--- src/rtl/core/apsc_pkg.sv ---
// Shared types, codes and constants of the PID speed regulator.
`timescale 1ns / 1ps

package apsc_pkg;

  // Field widths fixed by the item and register formats
  localparam int GAIN_W    = 16;
  localparam int TARGET_W  = 15;
  localparam int SDRIVE_W  = 16;
  localparam int RUNLEN_W  = 8;
  localparam int SPEED_W   = 16;
  localparam int ERR_W     = 18;
  localparam int OUT_ERR_W = 17;
  localparam int INTEG_W   = 32;
  localparam int COUNT_W   = 8;
  localparam int MODE_W    = 2;

  // Configuration bus
  localparam int ADDR_W    = 5;
  localparam int DATA_W    = 32;
  localparam int IDX_W     = 3;

  typedef enum logic [MODE_W-1:0] {
    MODE_SAMPLE = 2'd0,
    MODE_START  = 2'd1,
    MODE_STOP   = 2'd2
  } mode_t;

  typedef enum logic [IDX_W-1:0] {
    REG_GAIN_P       = 3'd0,
    REG_GAIN_I       = 3'd1,
    REG_GAIN_D       = 3'd2,
    REG_TARGET_SPEED = 3'd3,
    REG_START_DRIVE  = 3'd4,
    REG_RUN_LENGTH   = 3'd5
  } reg_idx_t;

  // Register reset values
  localparam logic signed [GAIN_W-1:0] GAIN_P_RST       = 16'sd256;
  localparam logic signed [GAIN_W-1:0] GAIN_I_RST       = 16'sd0;
  localparam logic signed [GAIN_W-1:0] GAIN_D_RST       = 16'sd0;
  localparam logic [TARGET_W-1:0]      TARGET_SPEED_RST = 15'd70;
  localparam logic [SDRIVE_W-1:0]      START_DRIVE_RST  = 16'd57343;
  localparam logic [RUNLEN_W-1:0]      RUN_LENGTH_RST   = 8'd100;

  // Last error after reset equals the default set point
  localparam logic signed [ERR_W-1:0]  PREV_ERR_RST     = 18'sd70;

  localparam logic signed [INTEG_W-1:0] INTEG_MAX = {1'b0, {(INTEG_W-1){1'b1}}};
  localparam logic signed [INTEG_W-1:0] INTEG_MIN = {1'b1, {(INTEG_W-1){1'b0}}};

  typedef struct packed {
    logic signed [GAIN_W-1:0] gain_p;
    logic signed [GAIN_W-1:0] gain_i;
    logic signed [GAIN_W-1:0] gain_d;
    logic [TARGET_W-1:0]      target_speed;
    logic [SDRIVE_W-1:0]      start_drive;
    logic [RUNLEN_W-1:0]      run_length;
  } cfg_t;

  typedef struct packed {
    logic signed [INTEG_W-1:0] integ;
    logic signed [ERR_W-1:0]   prev_err;
    logic                      active;
    logic [COUNT_W-1:0]        count;
  } run_state_t;

endpackage

--- src/rtl/core/apsc_cfg_regs.sv ---
// Configuration register file behind the APB-style port.
`timescale 1ns / 1ps

module apsc_cfg_regs (
  input  logic                        clk,
  input  logic                        rst_n,
  input  logic                        psel,
  input  logic                        penable,
  input  logic                        pwrite,
  input  logic [apsc_pkg::ADDR_W-1:0] paddr,
  input  logic [apsc_pkg::DATA_W-1:0] pwdata,
  output logic [apsc_pkg::DATA_W-1:0] prdata,
  output logic                        pready,
  output apsc_pkg::cfg_t              cfg
);
  import apsc_pkg::*;

  cfg_t     cfg_r;
  cfg_t     cfg_nxt;
  logic     wr_en;
  reg_idx_t idx;

  assign pready = 1'b1;
  assign wr_en  = psel && penable && pwrite;
  assign idx    = reg_idx_t'(paddr[ADDR_W-1:2]);
  assign cfg    = cfg_r;

  always_comb begin
    cfg_nxt = cfg_r;
    if (wr_en) begin
      unique case (idx)
        REG_GAIN_P:       cfg_nxt.gain_p       = pwdata[GAIN_W-1:0];
        REG_GAIN_I:       cfg_nxt.gain_i       = pwdata[GAIN_W-1:0];
        REG_GAIN_D:       cfg_nxt.gain_d       = pwdata[GAIN_W-1:0];
        REG_TARGET_SPEED: cfg_nxt.target_speed = pwdata[TARGET_W-1:0];
        REG_START_DRIVE:  cfg_nxt.start_drive  = pwdata[SDRIVE_W-1:0];
        REG_RUN_LENGTH:   cfg_nxt.run_length   = pwdata[RUNLEN_W-1:0];
        default:          cfg_nxt = cfg_r;
      endcase
    end
  end

  always_comb begin
    unique case (idx)
      REG_GAIN_P:       prdata = DATA_W'(cfg_r.gain_p[GAIN_W-1:0]);
      REG_GAIN_I:       prdata = DATA_W'(cfg_r.gain_i[GAIN_W-1:0]);
      REG_GAIN_D:       prdata = DATA_W'(cfg_r.gain_d[GAIN_W-1:0]);
      REG_TARGET_SPEED: prdata = DATA_W'(cfg_r.target_speed);
      REG_START_DRIVE:  prdata = DATA_W'(cfg_r.start_drive);
      REG_RUN_LENGTH:   prdata = DATA_W'(cfg_r.run_length);
      default:          prdata = '0;
    endcase
  end

  always_ff @(posedge clk) begin
    if (!rst_n) begin
      cfg_r.gain_p       <= GAIN_P_RST;
      cfg_r.gain_i       <= GAIN_I_RST;
      cfg_r.gain_d       <= GAIN_D_RST;
      cfg_r.target_speed <= TARGET_SPEED_RST;
      cfg_r.start_drive  <= START_DRIVE_RST;
      cfg_r.run_length   <= RUN_LENGTH_RST;
    end else begin
      cfg_r <= cfg_nxt;
    end
  end

endmodule

--- src/rtl/core/apsc_pid_step.sv ---
// One regulator update: error, integral, PID step, drive clamp and run control.
`timescale 1ns / 1ps

module apsc_pid_step #(
  parameter int DRIVE_WIDTH    = 16,
  parameter int GAIN_FRAC_BITS = 8
) (
  input  logic [apsc_pkg::MODE_W-1:0]         mode,
  input  logic signed [apsc_pkg::SPEED_W-1:0] speed,
  input  apsc_pkg::cfg_t                      cfg,
  input  apsc_pkg::run_state_t                st,
  input  logic [DRIVE_WIDTH-1:0]              drive,
  output apsc_pkg::run_state_t                st_nxt,
  output logic [DRIVE_WIDTH-1:0]              drive_nxt,
  output logic [apsc_pkg::COUNT_W-1:0]        shown_count,
  output logic                                finished
);
  import apsc_pkg::*;

  localparam int PROD_W = GAIN_W + ERR_W;
  localparam int IPROD_W = GAIN_W + INTEG_W;
  localparam int SUM_W  = IPROD_W + 2;
  localparam int ND_W   = SUM_W + 1;
  localparam int SD_W   = (DRIVE_WIDTH > SDRIVE_W) ? DRIVE_WIDTH : SDRIVE_W;
  localparam logic [DRIVE_WIDTH-1:0] DRIVE_MAX = '1;
  localparam logic signed [SUM_W-1:0] HALF = SUM_W'(1) <<< (GAIN_FRAC_BITS - 1);

  logic signed [ERR_W-1:0]   err;
  logic signed [INTEG_W:0]   integ_sum;
  logic signed [INTEG_W-1:0] integ_sat;
  logic signed [ERR_W-1:0]   diff;
  logic signed [PROD_W-1:0]  p_prod;
  logic signed [IPROD_W-1:0] i_prod;
  logic signed [PROD_W-1:0]  d_prod;
  logic signed [SUM_W-1:0]   pid_sum;
  logic signed [SUM_W-1:0]   pid_step;
  logic signed [ND_W-1:0]    nd;
  logic [DRIVE_WIDTH-1:0]    nd_clamp;
  logic [SD_W-1:0]           sd_ext;
  logic [DRIVE_WIDTH-1:0]    sd_clamp;
  logic [COUNT_W-1:0]        cnt_inc;
  logic                      len_hit;

  // Error, saturating integral and difference
  always_comb begin
    err       = $signed({{(ERR_W-TARGET_W){1'b0}}, cfg.target_speed}) - ERR_W'(speed);
    integ_sum = (INTEG_W+1)'(st.integ) + (INTEG_W+1)'(err);
    if (integ_sum[INTEG_W] != integ_sum[INTEG_W-1]) begin
      integ_sat = integ_sum[INTEG_W] ? INTEG_MIN : INTEG_MAX;
    end else begin
      integ_sat = integ_sum[INTEG_W-1:0];
    end
    diff = err - st.prev_err;
  end

  // Three gain products, summed and rounded to nearest (halves upward)
  always_comb begin
    p_prod   = PROD_W'(cfg.gain_p) * PROD_W'(err);
    i_prod   = IPROD_W'(cfg.gain_i) * IPROD_W'(integ_sat);
    d_prod   = PROD_W'(cfg.gain_d) * PROD_W'(diff);
    pid_sum  = SUM_W'(p_prod) + SUM_W'(i_prod) + SUM_W'(d_prod);
    pid_step = (pid_sum + HALF) >>> GAIN_FRAC_BITS;
    nd       = ND_W'(drive) + ND_W'(pid_step);
    if (nd[ND_W-1]) begin
      nd_clamp = '0;
    end else if (nd > ND_W'(DRIVE_MAX)) begin
      nd_clamp = DRIVE_MAX;
    end else begin
      nd_clamp = nd[DRIVE_WIDTH-1:0];
    end
  end

  // Start drive limited to the drive range
  always_comb begin
    sd_ext = SD_W'(cfg.start_drive);
    if (sd_ext > SD_W'(DRIVE_MAX)) begin
      sd_clamp = DRIVE_MAX;
    end else begin
      sd_clamp = sd_ext[DRIVE_WIDTH-1:0];
    end
  end

  assign cnt_inc = st.count + COUNT_W'(1);
  assign len_hit = (cnt_inc >= cfg.run_length);

  always_comb begin
    st_nxt      = st;
    drive_nxt   = drive;
    shown_count = st.count;
    finished    = 1'b0;
    unique case (mode)
      MODE_START: begin
        if (!st.active) begin
          st_nxt.integ  = '0;
          st_nxt.active = 1'b1;
          st_nxt.count  = '0;
          drive_nxt     = sd_clamp;
          shown_count   = '0;
        end
      end
      MODE_STOP: begin
        if (st.active) begin
          st_nxt.active = 1'b0;
          st_nxt.count  = '0;
          finished      = 1'b1;
        end
      end
      MODE_SAMPLE: begin
        if (st.active) begin
          st_nxt.integ    = integ_sat;
          st_nxt.prev_err = err;
          drive_nxt       = nd_clamp;
          shown_count     = cnt_inc;
          if (len_hit) begin
            st_nxt.active = 1'b0;
            st_nxt.count  = '0;
            finished      = 1'b1;
          end else begin
            st_nxt.count  = cnt_inc;
          end
        end
      end
      default: begin
        st_nxt = st;
      end
    endcase
  end

endmodule

--- src/rtl/core/accumulating_pid_speed_control_core.sv ---
// Top level of the incremental PID motor speed regulator.
`timescale 1ns / 1ps

// Channel   Direction  Handshake             Payload
// in_       input      in_valid / in_stall   in_mode, in_speed
// out_      output     out_valid / out_stall out_drive, out_error, out_running,
//                                            out_samples_taken, out_run_finished
// cfg       input      psel/penable/pwrite   paddr, pwdata, prdata, pready
//
// One beat per clock in and out while the result is not stalled; a beat passes
// the input register, then the result register, from which its result is
// presented. The whole PID update is one pass of logic with three parallel
// multiplies, so state feeds the next beat in the following cycle.
// Reset (rst_n low, synchronous) empties both stages, clears the run state, sets
// the last error to the default set point and loads the register defaults.
// A stalled result holds in the result register while the input register still
// takes one more beat; in_stall rises when both are full and the result is
// stalled.

module accumulating_pid_speed_control_core #(
  parameter int DRIVE_WIDTH    = 16,
  parameter int GAIN_FRAC_BITS = 8
) (
  input  logic                                 clk,
  input  logic                                 rst_n,
  // input channel
  input  logic                                 in_valid,
  output logic                                 in_stall,
  input  logic [apsc_pkg::MODE_W-1:0]          in_mode,
  input  logic signed [apsc_pkg::SPEED_W-1:0]  in_speed,
  // result channel
  output logic                                 out_valid,
  input  logic                                 out_stall,
  output logic [DRIVE_WIDTH-1:0]               out_drive,
  output logic signed [apsc_pkg::OUT_ERR_W-1:0] out_error,
  output logic                                 out_running,
  output logic [apsc_pkg::COUNT_W-1:0]         out_samples_taken,
  output logic                                 out_run_finished,
  // configuration port
  input  logic                                 psel,
  input  logic                                 penable,
  input  logic                                 pwrite,
  input  logic [apsc_pkg::ADDR_W-1:0]          paddr,
  input  logic [apsc_pkg::DATA_W-1:0]          pwdata,
  output logic [apsc_pkg::DATA_W-1:0]          prdata,
  output logic                                 pready
);
  import apsc_pkg::*;

  cfg_t cfg;

  // Input register
  logic                      in_vld_r;
  logic [MODE_W-1:0]         in_mode_r;
  logic signed [SPEED_W-1:0] in_speed_r;

  // Regulator state
  run_state_t             st_r;
  run_state_t             st_nxt;
  logic [DRIVE_WIDTH-1:0] drive_r;
  logic [DRIVE_WIDTH-1:0] drive_nxt;
  logic [COUNT_W-1:0]     shown_count;
  logic                   finished;

  // Result register
  logic                        out_vld_r;
  logic [DRIVE_WIDTH-1:0]      out_drive_r;
  logic signed [OUT_ERR_W-1:0] out_error_r;
  logic                        out_running_r;
  logic [COUNT_W-1:0]          out_count_r;
  logic                        out_fin_r;

  logic out_adv;
  logic move;

  apsc_cfg_regs u_cfg (
    .clk     (clk),
    .rst_n   (rst_n),
    .psel    (psel),
    .penable (penable),
    .pwrite  (pwrite),
    .paddr   (paddr),
    .pwdata  (pwdata),
    .prdata  (prdata),
    .pready  (pready),
    .cfg     (cfg)
  );

  apsc_pid_step #(
    .DRIVE_WIDTH    (DRIVE_WIDTH),
    .GAIN_FRAC_BITS (GAIN_FRAC_BITS)
  ) u_step (
    .mode        (in_mode_r),
    .speed       (in_speed_r),
    .cfg         (cfg),
    .st          (st_r),
    .drive       (drive_r),
    .st_nxt      (st_nxt),
    .drive_nxt   (drive_nxt),
    .shown_count (shown_count),
    .finished    (finished)
  );

  // Result register frees when empty or drained this cycle
  assign out_adv  = !out_vld_r || !out_stall;
  // Beat in the input register moves on and commits its state update
  assign move     = in_vld_r && out_adv;
  assign in_stall = in_vld_r && !out_adv;

  always_ff @(posedge clk) begin
    if (!rst_n) begin
      in_vld_r <= 1'b0;
    end else if (!in_stall) begin
      in_vld_r <= in_valid;
    end
  end

  always_ff @(posedge clk) begin
    if (in_valid && !in_stall) begin
      in_mode_r  <= in_mode;
      in_speed_r <= in_speed;
    end
  end

  always_ff @(posedge clk) begin
    if (!rst_n) begin
      st_r.integ    <= '0;
      st_r.prev_err <= PREV_ERR_RST;
      st_r.active   <= 1'b0;
      st_r.count    <= '0;
      drive_r       <= '0;
    end else if (move) begin
      st_r    <= st_nxt;
      drive_r <= drive_nxt;
    end
  end

  always_ff @(posedge clk) begin
    if (!rst_n) begin
      out_vld_r <= 1'b0;
    end else if (out_adv) begin
      out_vld_r <= in_vld_r;
    end
  end

  always_ff @(posedge clk) begin
    if (move) begin
      out_drive_r   <= drive_nxt;
      out_error_r   <= st_nxt.prev_err[OUT_ERR_W-1:0];
      out_running_r <= st_nxt.active;
      out_count_r   <= shown_count;
      out_fin_r     <= finished;
    end
  end

  assign out_valid         = out_vld_r;
  assign out_drive         = out_drive_r;
  assign out_error         = out_error_r;
  assign out_running       = out_running_r;
  assign out_samples_taken = out_count_r;
  assign out_run_finished  = out_fin_r;

  // A finished run never reports itself as still running
  a_fin_not_running: assert property (@(posedge clk) disable iff (!rst_n)
    (out_valid && out_run_finished) |-> !out_running)
    else $error("run_finished beat shows running");

  // Sample count rests at zero whenever no run is active
  a_idle_count_zero: assert property (@(posedge clk) disable iff (!rst_n)
    !st_r.active |-> (st_r.count == '0))
    else $error("sample count nonzero outside a run");

  // A beat leaving the input register always lands in the result register
  a_move_fills_out: assert property (@(posedge clk) disable iff (!rst_n)
    move |=> out_vld_r)
    else $error("beat lost between stages");

  // Drive only changes when a beat commits
  a_drive_hold: assert property (@(posedge clk) disable iff (!rst_n)
    !move |=> $stable(drive_r))
    else $error("drive changed without a beat");

endmodule
--- config.mk ---
export PLATFORM = sky130hd
export DESIGN_NAME = accumulating_pid_speed_control_core
export DESIGN_NICKNAME = d
export VERILOG_FILES = /design/src/rtl/core/apsc_pkg.sv /design/src/rtl/core/apsc_cfg_regs.sv /design/src/rtl/core/apsc_pid_step.sv /design/src/rtl/core/accumulating_pid_speed_control_core.sv
export SDC_FILE = /design/constraint.sdc
export NUM_CORES = 2
export LEC_CHECK = 0
export BUFFER_PORTS_ARGS = -buffer_cell sky130_fd_sc_hd__buf_2
export CORE_AREA = 2 2 571 289
export CTS_BUF_LIST = sky130_fd_sc_hd__clkbuf_4
export DETAILED_ROUTE_END_ITERATION = 8
export DIE_AREA = 0 0 573 291
export GPL_TIMING_DRIVEN = 1
export MAX_ROUTING_LAYER = met4
export PLACE_DENSITY = 0.47
export SETUP_SLACK_MARGIN = 0.1
export SYNTH_ARGS = -nofsm -noshare
export SYNTH_HDL_FRONTEND = slang
export SYNTH_SLANG_ARGS = --single-unit
--- constraint.sdc ---
create_clock -name clk -period 25 [get_ports clk]
set_clock_uncertainty 0.2 [all_clocks]
set_input_delay 1.25 -clock clk [delete_from_list [all_inputs] [get_ports clk]]
set_output_delay 1.25 -clock clk [all_outputs]
set_load 0.02 [all_outputs]
==> metrics.md <==
| Metric | Value |
|---|---|
| Max Clk Rate | `approximately 45 MHz` |
| Asr flop ratio synth | `0%` |
| Detailed Place HPWL | `176,000 µm` |
| First-pass GRT wire length | `between 300,000 and 400,000 µm` |
| Unrepaired setup endpoints after global routing | `no` |
| Fillers | `between 15,000 and 20,000` |
| Setup Buffers After CTS | `0` |
| Largest net degree at the start of global routing | `76` |
| Fin crit share | `just under 90%` |
| Post-route ant nets | `0` |
| Starting Density | `a little over a third` |
| # IOs | `between 100 and 150` |
| Maximum root-to-sink buffer count | `3` |
| Reg-to-reg startpoint | `u_cfg.cfg[24]` |
| Status | `finished, final reports clean` |
| Layout cell share with drive strength beyond 1 | `between 6 and 7%` |
| 1st-iter DRT viols | `between 4,000 and 5,000` |
| Minimum clock period | `22.14 ns` |
| Final Power | `1.86 mW` |
| CP max-delay cell | `a21boi_1` |
| Critical Path End Type | `flop` |
| Hold path cells | `1` |
| WHS | `between 0.2 and 0.25 ns` |
| Wire length on met2 | `about 67,000 µm` |
| Nets | `7,956` |
| Setup WS pre-CTS | `between 3 and 4 ns` |
| Gpl congestion | `0.939` |
| Final WS setup | `~2.9 ns` |
| Max capacitance violation total | `0` |
| Slew HR | `between 3 and 4%` |
| Setup violations, final | `0` |
| PortBufs | `around 100` |
| Final setup TNS | `0 ns` |
| Die X-Extent | `between 500 and 600 µm` |
| Reg-to-Reg End | `out_drive[10]` |
| Worst-Skew Late Latency | `about 0.97 ns` |
| GR Overflow Total | `0` |
| Cell count after placement | `8,427` |
| Worst Reg-to-Reg Cells | `between 60 and 70` |
| Critical path class | `reg -> reg` |
| Hold Path Sink | `in_speed_r[10]` |
| Post-synth EDFFs | `between 60 and 70` |
| Gr usage total | `between 20% and 30%` |
| Leak | `29.5 nW` |
| Die height | `slightly below 300 µm` |
| Total routed wirelength | `208,000 µm` |
| DR pass1 iterations | `6` |
| Final core occ | `37.1%` |
| Flop2flop setup slack | `around 2.9 ns` |
| Most common flop cell mapped by yosys | `dfxtp_1` |
| Worst-path clk slew | `about 0.08 ns` |
| WL met1 | `approximately 110,000 µm` |
| Highest Signal Layer | `met4` |
| Hold Path Class | `in -> reg` |
| Vias in the first global route | `roughly 44,000` |
| Worst Path Max Fanout | `32` |
| Initial antenna violation count | `21` |
| Vias per cell | `about 5.1` |
| FP Rows | `105` |
| Min-delay src | `in_speed[10]` |
| Synth unique cells | `a little over 90` |
| Post-CTS Hold Buffers | `0` |
| CP peak stage delay | `1.22 ns` |
| Post-route insts no fill | `approximately 8,500` |
| Wire length per cell | `between 20 and 25 µm` |
| DP Area | `just under 60,000 µm²` |
| Max VDD drop | `about 0.000033 V` |
| WP data required | `about 25 ns` |
| Fin. Hold Viols | `0` |
| CP dominant cell by count | `fa_1` |
| Met3 wire len | `29,300 µm` |
| CTS resizes | `0` |
| Number of buffers created by CTS | `just under 60` |
| Post-synthesis cell count | `6,307` |
| Die ar. | `about 170,000 µm²` |
| Worst slew pin tran | `between 1 and 1.5 ns` |
| Synthesized cell area | `between 50,000 and 60,000 µm²` |
| CTS Root Cell | `clkbuf_4` |
| Synth Register Bits | `~230` |
| Seq/Total Area, Yosys | `under 10%` |
| H-tree levels | `2` |
| Vias | `43,400` |
| DRC violations left | `0` |
| Std-Cell Core Area | `162,000 µm²` |
| Design Area, Final | `between 60,000 and 70,000 µm²` |
| Post-Syn Area per Cell | `about 9 µm²` |
| CTS tree | `yes` |
| # clock sinks | `roughly 230` |
| CP arrival | `~23 ns` |
| Area Overhead vs Synth | `6.93%` |
| Fin. max-slew vios | `0` |
| PD cells | `30.8 nW/µm²` |
| Critical Path Source Type | `flop` |
| Ys Warns | `0` |
[cell families (layout without fill, tap and decap cells)]
logic type / Yosys count / count (layout) / synth area share, %
simple gates: 1929 / 1929 / 16.1
buf+inv: 1682 / 1704 / 11.4
fa+ha+maj: 1600 / 1600 / 52.6
compound gates: 725 / 725 / 8.25
flops: 225 / 225 / 9.08
xor+xnor: 110 / 110 / 1.72
mux: 34 / 34 / 0.837
other cells: 2 / 22 / 0.0133
[routing by layer]
metal	global-route usage, %	up-vias
met1	44.2	22300
met3	10.1	121
li1	-	19100
met5	-	-
met2	28.2	1927
met4	2.43	0
[state kept, by name, summed over array words and instances (netlist names)]
register	cells
in_speed_r	16
out_running	1
in_mode_r	2
out_samples_taken	8
out_run_finished	1
out_drive	16
drive_r	16
out_error	17
u_cfg.cfg	87
out_valid	1
st_r	59
in_vld_r	1
[layout by cell type, fill, tap and decap left out, types with 87 or more instances in the layout]
| master | instances |
|---|---|
| nor2_1 | 191 |
| ha_1 | 318 |
| inv_1 | 1354 |
| o21ai_0 | 137 |
| and2_1 | 336 |
| buf_4 | 132 |
| clkbuf_4 | 87 |
| fa_1 | 1282 |
| dfxtp_1 | 164 |
| nand2_1 | 1013 |
| a21oi_1 | 245 |
| buf_2 | 104 |
[report_power, final]
part	total, mW	switching, mW	internal (mW)	leakage [nW]
Sequential	0.391	0.00751	0.384	1.91
Clock	0.361	0.199	0.161	0.452
Combinational	1.10	0.751	0.354	27.2
[final cells by class]
cell class	instances	area, µm²	area share, %
Antenna cell	5	12.5	0.0208
Clock buffer	87	653	1.08
Clock inverter	23	111	0.185
Inverter	1358	5100	8.46
Multi-Input combinational cell	4415	45000	74.7
Sequential cell	225	5110	8.49
Tap cell	2193	2740	4.55
Timing Repair Buffer	236	1510	2.51
[worst max path at each step]
stage / startpoint / cells past startpoint / to / slack (ns)
global route: u_cfg.cfg[24] / 69 / out_drive[10] / 1.83
floorplan: u_cfg.cfg[24] / 72 / out_drive[15] / 7.92
detailed placement: u_cfg.cfg[24] / 66 / drive_r[10] / 3.50
global placement: u_cfg.cfg[24] / 66 / drive_r[9] / 3.55
CTS: u_cfg.cfg[24] / 66 / drive_r[10] / 3.48
finish: u_cfg.cfg[24] / 69 / out_drive[10] / 2.86
[worst max-delay path: cells and delay by family, from the launching register on]
kind / cells / cell delay [ns]
AO/OA/AOI/OAI: 35 / 10.65
XOR/XNOR: 1 / 0.17
adder cells (fa/ha/maj): 15 / 6.34
buffers and inverters: 9 / 1.65
flip-flops: 1 / 0.37
AND/OR/NAND/NOR: 9 / 2.40
[Yosys cell counts, types with 14 or more instances]
master	count	area, µm²
nor2_1	201	754
or2_2	18	113
ha_1	318	3980
and3_1	31	194
nand4_1	20	125
xor2_1	27	236
nand3b_1	20	150
a21oi_2	18	158
clkbuf_1	290	1090
nand2_1	1013	3800
nor2b_1	68	425
o22ai_1	16	100
nand3_1	77	385
and2_1	336	2100
buf_4	17	128
a211oi_1	23	173
dfxtp_1	164	3280
o21ai_0	138	691
a21boi_0	14	105
o21a_1	19	143
nand2b_1	49	307
a21o_1	56	420
a22oi_1	17	128
fa_1	1282	25700
xnor2_1	82	718
a31oi_1	21	131
o21bai_1	16	120
nor3_1	35	175
o211ai_1	15	113
or3_1	14	87.6
a22o_1	26	228
mux2i_1	19	190
a21oi_1	246	1230
inv_1	1355	5090
o221ai_1	20	175
edfxtp_1	61	1830
(Power assumes the default switching activity.)
